`config.mk`:
```
export PLATFORM = sky130hd
export DESIGN_NAME = rlsd_ctrl
export DESIGN_NICKNAME = d
export VERILOG_FILES = /design/src/rtl/core/rlsd_pkg.sv /design/src/rtl/core/rlsd_ctrl.sv
export SDC_FILE = /design/constraint.sdc
export NUM_CORES = 1
export LEC_CHECK = 0
export BUFFER_PORTS_ARGS = -buffer_cell sky130_fd_sc_hd__buf_2
export CORE_MARGIN = 1
export CORE_UTILIZATION = 45
export DETAILED_ROUTE_END_ITERATION = 10
export PLACE_DENSITY_LB_ADDON = 0.25
export SYNTH_ARGS = -nofsm -noshare
export SYNTH_HDL_FRONTEND = slang
export SYNTH_SLANG_ARGS = --single-unit
export TNS_END_PERCENT = 10
```
`constraint.sdc`:
```
create_clock -name clk -period 1.67 [get_ports clk]
set_input_delay 0.0835 -clock clk [delete_from_list [all_inputs] [get_ports clk]]
set_output_delay 0.0835 -clock clk [all_outputs]
set_load 0.01 [all_outputs]
```
`src/rtl/core/rlsd_pkg.sv`:
```
// Shared types, sizes and codes for the LSD radix sorter.
// No dependencies; every other file in rtl/core except rlsd_ram refers to it by scoped names.
package rlsd_pkg;

	localparam int CAPACITY   = 64;
	localparam int MAX_RADIX  = 10;
	localparam int DATA_W     = 32;
	localparam int RADIX_W    = 4;
	localparam int IDX_W      = (CAPACITY > 1) ? $clog2(CAPACITY) : 1;
	localparam int CNT_W      = $clog2(CAPACITY + 1);
	localparam int DIG_W      = $clog2(MAX_RADIX);
	localparam int RAD_W      = $clog2(MAX_RADIX + 1);
	localparam int ENTRY_W    = 2 * DATA_W;
	localparam int DIV_STEPS  = 8;
	localparam int DIV_ROUNDS = DATA_W / DIV_STEPS;
	localparam int DIV_CNT_W  = $clog2(DIV_ROUNDS);
	localparam logic [RADIX_W-1:0] RADIX_RESET = RADIX_W'(10);

	typedef struct packed {
		logic signed [DATA_W-1:0] value;
		logic                     last;
	} in_t;

	typedef struct packed {
		logic signed [DATA_W-1:0] sorted_value;
		logic                     last_res;
		logic                     overflow;
	} out_t;

	typedef enum logic [3:0] {
		S_LOAD, S_INIT, S_CLR, S_CNT_RD, S_CNT_DAT, S_CNT_DIV, S_PFX,
		S_SC_RD, S_SC_WR, S_RQ, S_RQ_WAIT, S_OUT_RD, S_OUT_LD, S_OUT_WAIT
	} state_t;

	typedef enum logic [3:0] {
		OP_NONE, OP_LOAD, OP_INIT, OP_CLR, OP_CNT_RD, OP_CNT_DIV, OP_CNT_WR,
		OP_PFX, OP_SC_RD, OP_SC_WR, OP_RQ_START, OP_RQ_END, OP_OUT_RD,
		OP_OUT_LD, OP_OUT_NEXT
	} op_t;

	typedef struct packed {
		logic range_zero;
		logic cnt_end;
		logic pfx_end;
		logic sc_end;
		logic div_done;
		logic quot_zero;
		logic out_end;
	} status_t;

endpackage

```
`src/rtl/core/rlsd_ctrl.sv`:
```
// Sorter controller: sequences load, counting passes and result delivery.
// Depends on rlsd_pkg.
module rlsd_ctrl (
	input  logic              clk,
	input  logic              arst_n,
	input  logic              in_valid,
	input  logic              in_last,
	output logic              in_ready,
	output logic              out_valid,
	input  logic              out_ready,
	input  rlsd_pkg::status_t status,
	output rlsd_pkg::op_t     op
);

	rlsd_pkg::state_t state_q, state_nx;

	always_ff @(posedge clk or negedge arst_n) begin
		if (!arst_n) begin
			state_q <= rlsd_pkg::S_LOAD;
		end else begin
			state_q <= state_nx;
		end
	end

	always_comb begin
		state_nx  = state_q;
		op        = rlsd_pkg::OP_NONE;
		in_ready  = 1'b0;
		out_valid = 1'b0;
		unique case (state_q)
			rlsd_pkg::S_LOAD: begin
				in_ready = 1'b1;
				if (in_valid) begin
					op = rlsd_pkg::OP_LOAD;
					if (in_last) state_nx = rlsd_pkg::S_INIT;
				end
			end
			rlsd_pkg::S_INIT: begin
				op       = rlsd_pkg::OP_INIT;
				state_nx = status.range_zero ? rlsd_pkg::S_OUT_RD : rlsd_pkg::S_CLR;
			end
			rlsd_pkg::S_CLR: begin
				op       = rlsd_pkg::OP_CLR;
				state_nx = rlsd_pkg::S_CNT_RD;
			end
			rlsd_pkg::S_CNT_RD: begin
				op       = rlsd_pkg::OP_CNT_RD;
				state_nx = rlsd_pkg::S_CNT_DAT;
			end
			rlsd_pkg::S_CNT_DAT: begin
				op       = rlsd_pkg::OP_CNT_DIV;
				state_nx = rlsd_pkg::S_CNT_DIV;
			end
			rlsd_pkg::S_CNT_DIV: begin
				if (status.div_done) begin
					op       = rlsd_pkg::OP_CNT_WR;
					state_nx = status.cnt_end ? rlsd_pkg::S_PFX : rlsd_pkg::S_CNT_RD;
				end
			end
			rlsd_pkg::S_PFX: begin
				op = rlsd_pkg::OP_PFX;
				if (status.pfx_end) state_nx = rlsd_pkg::S_SC_RD;
			end
			rlsd_pkg::S_SC_RD: begin
				op       = rlsd_pkg::OP_SC_RD;
				state_nx = rlsd_pkg::S_SC_WR;
			end
			rlsd_pkg::S_SC_WR: begin
				op       = rlsd_pkg::OP_SC_WR;
				state_nx = status.sc_end ? rlsd_pkg::S_RQ : rlsd_pkg::S_SC_RD;
			end
			rlsd_pkg::S_RQ: begin
				op       = rlsd_pkg::OP_RQ_START;
				state_nx = rlsd_pkg::S_RQ_WAIT;
			end
			rlsd_pkg::S_RQ_WAIT: begin
				if (status.div_done) begin
					op       = rlsd_pkg::OP_RQ_END;
					state_nx = status.quot_zero ? rlsd_pkg::S_OUT_RD : rlsd_pkg::S_CLR;
				end
			end
			rlsd_pkg::S_OUT_RD: begin
				op       = rlsd_pkg::OP_OUT_RD;
				state_nx = rlsd_pkg::S_OUT_LD;
			end
			rlsd_pkg::S_OUT_LD: begin
				op       = rlsd_pkg::OP_OUT_LD;
				state_nx = rlsd_pkg::S_OUT_WAIT;
			end
			rlsd_pkg::S_OUT_WAIT: begin
				out_valid = 1'b1;
				if (out_ready) begin
					op       = rlsd_pkg::OP_OUT_NEXT;
					state_nx = status.out_end ? rlsd_pkg::S_LOAD : rlsd_pkg::S_OUT_RD;
				end
			end
			default: state_nx = rlsd_pkg::S_LOAD;
		endcase
	end

endmodule

```
==> flow_summary.json <==
{
  "status": "finished with violations",
  "violations": "setup timing",
  "final.min_clock_period_ns": 1.67,
  "syn_warnings": 0,
  "floorplan.die.height_um": 39.0,
  "netSwitchingFraction": 0.433,
  "critPathMaxFanout": 9,
  "ios": 18,
  "rr_endpoint": "state_q[0]$_DFFE_PN0P_",
  "setup_viol_count_final": 3,
  "net_sw_power_w": 0.000734,
  "endpoint_kind": "flip-flop",
  "area.growth.synth_to_final_pct": 34.9,
  "achievable_clock_frequency_mhz": 598,
  "vias_in_the_first_global_route": 570,
  "post-route-drc-count": 0,
  "detail_route.wl_per_cell_um": 13.8,
  "worstSetupStartpoint": "state_q[0]$_DFFE_PN0P_",
  "largestRegisters": "state_q: 4 flops",
  "max-vdd-ir-drop_mv": 1.25,
  "rsz0062_at_grt": "yes",
  "worst_skew_pair.late_latency_ns": 0.23,
  "holdWs_ns": 0.210,
  "synthDominantAreaCellType": "dfrtp_1",
  "placed_area_um2": 743,
  "route.antenna.remaining_nets": 0,
  "wl_um": 1550,
  "flop_and_latch_count_out_of_synthesis": 4,
  "required_ns": 1.78,
  "cts_buffers": 3,
  "crit_path_cell_trace": "buf_4 > nor4_4 > a21boi_4 > nor4_4 > mux2_4",
  "post-route-cell-area_um2": 832,
  "die_area_um2": 1520,
  "antenna_violations_before_repair": 0,
  "tritoncts": "built",
  "num_antenna_cells": 0,
  "netlist-cell-type-count": 39,
  "grt_max_degree": 14,
  "max_cap_violations": 0,
  "nets": 112,
  "drive_gt1_frac": 0.480,
  "pwr_cell_area_nw_per_um2": 2040,
  "dr.pass1.iters": 5,
  "initial_utilization": 0.520,
  "count_of_cells_along_the_worst_register_to_register_path": 5,
  "clock_tree.root_cell": "clkbuf_4",
  "grt.total_usage": 0.232,
  "syn-num-nets": 84,
  "chipWidth_um": 39.0,
  "setup.worst_path.start_class": "flip-flop",
  "combinationalPowerShare": 0.779,
  "clock_sink_count": 4,
  "kind_of_critical_path": "flip-flop to flip-flop",
  "cts.clk_slew.worst_paths_ns": 0.04,
  "slew_violations": 0,
  "first_pass_grt_wire_length_um": 2410,
  "yosys-top-cells-area": "dfrtp_1, mux2_4, nor4_4",
  "transition_at_the_pin_with_the_smallest_max_transition_slack_ns": 0.397,
  "setup.reg_to_reg.worst_slack_ns": -0.003,
  "yosys_most_used_dff": "dfrtp_1",
  "yosys.area.top_type_share": 0.162,
  "num_vias": 653,
  "final_min_period_over_clock_period": 1.00,
  "intPower_w": 0.000961,
  "crit_top_cell": "nor4_4",
  "register_area_share_after_synthesis": 0.162,
  "largest_register_ffs": 4,
  "postSynth.asyncResetShare": 1.00,
  "routabilityCongestion": 0.707,
  "grt.overflow.total": 0,
  "synth_common_cells": "nand2_1, nor2_1, o21ai_0",
  "cp_slowest_stage_delay_ns": 0.46,
  "origin_of_the_critical_flop_to_flop_path": "state_q[0]$_DFFE_PN0P_",
  "critical_path.endpoint": "state_q[0]$_DFFE_PN0P_",
  "timing.critical_path.slowest_stage_cell": "dfrtp_2",
  "top_register": "state_q",
  "final_core_util": 0.701,
  "synth.cell_area_um2": 617,
  "share_clk_of_total_power": 0.071,
  "worst_case_clock_skew_ns": 0.00153,
  "edff_count_synth": 0,
  "cell_leakage_power_nw": 0.383,
  "clock_path_buffers": 2,
  "worstHoldPathType": "primary input to async pin",
  "placeable_core_region_um2": 1190,
  "post-route-worst-setup-slack_ns": -0.00345,
  "timing.critical_path.arrival_ns": 1.79,
  "finalHoldViolCount": 0,
  "pwr-share-seq": 0.150,
  "postSynthCellCount": 72,
  "dpl.hpwl_um": 1090,
  "htree_levels": 1,
  "numPortBuffers": 17,
  "floorplan.rows": 12,
  "timing.max_slew.rel_slack": 0.733,
  "viasPerCell": 5.83,
  "drt_first_iter_violations": 10,
  "syn-mean-instance-area_um2": 8.57
}
layout by cell type (no fill, tap or decap), types with 2 or more instances in the layout:
cell type,instances
clkbuf_4,3
a21o_1,2
o21ai_0,4
buf_4,10
buf_2,17
o22ai_1,2
nand2_1,6
a31oi_1,2
dfrtp_2,2
buf_6,3
o21ai_1,2
nand4bb_1,2
inv_1,2
dfrtp_1,2
nor4_4,2
nor2_1,6
nor2b_1,2
mux2_4,3
a21oi_1,3
worst min path at each step:
stage / startpoint / end / slack (ns) / cells after the start
finish: arst_n / state_q[2]$_DFFE_PN0P_ / 0.21 / 2
global route: arst_n / state_q[2]$_DFFE_PN0P_ / 0.23 / 2
CTS: arst_n / state_q[3]$_DFFE_PN0P_ / 0.18 / 2
detailed placement: arst_n / state_q[3]$_DFFE_PN0P_ / -0.11 / 1
global placement: arst_n / state_q[2]$_DFFE_PN0P_ / -0.11 / 1
floorplan: arst_n / state_q[0]$_DFFE_PN0P_ / -0.21 / 0
per-layer routing:
layer	wire, um	global-route usage	up-vias
met5	0	0	-
li1	-	-	326
met3	78	0.0231	4
met4	40	0.138	0
met2	774	0.413	27
met1	657	0.261	296
critical path: cells and delay by family (launching register included):
kind / cells / cell delay [ns]
buffers and inverters: 1 / 0.17
multiplexers: 1 / 0.31
AND/OR/NAND/NOR: 2 / 0.35
AO/OA/AOI/OAI: 1 / 0.27
flip-flops: 1 / 0.46
power groups by stage:
stage / clock network, W / registers, W / logic [W]
2_1_floorplan: 0 / 0.000194 / 0.000943
3_3_place_gp: 0 / 0.000230 / 0.00119
3_5_place_dp: 0 / 0.000236 / 0.00121
4_1_cts: 0.000118 / 0.000240 / 0.00127
5_1_grt: 0.000125 / 0.000262 / 0.00144
6_report: 0.000120 / 0.000254 / 0.00132
final cells by class:
type / instances / area (um^2)
well taps: 14 / 17.5
inverters: 2 / 7.51
flip-flops and latches: 4 / 103
fillers: 106 / 354
repair buffers: 31 / 204
clock buffers: 3 / 22.5
multi-input cells: 58 / 478
logic make-up after synthesis:
family	share of synthesized area
buf+inv	0.0953
compound gates	0.254
flops	0.162
simple gates	0.400
mux	0.0892
through the flow:
step,std cells,power (W),worst slack [ns],setup TNS [ns]
2_1_floorplan,72,0.00114,0.0492,0
3_3_place_gp,105,0.00142,0.0436,0
3_5_place_dp,105,0.00145,-0.00621,-0.0154
4_1_cts,112,0.00163,0.00504,0
5_1_grt,112,0.00182,-0.0436,-0.128
6_report,112,0.00170,-0.00345,-0.00406
what timing repair did:
action,in CTS,in global routing
endpoints found under the setup margin,5,4
gates resized for setup,4,5
buffers inserted,3,0
hold endpoints to repair,4,0
hold buffers,1,0
(Power assumes the default switching activity.)
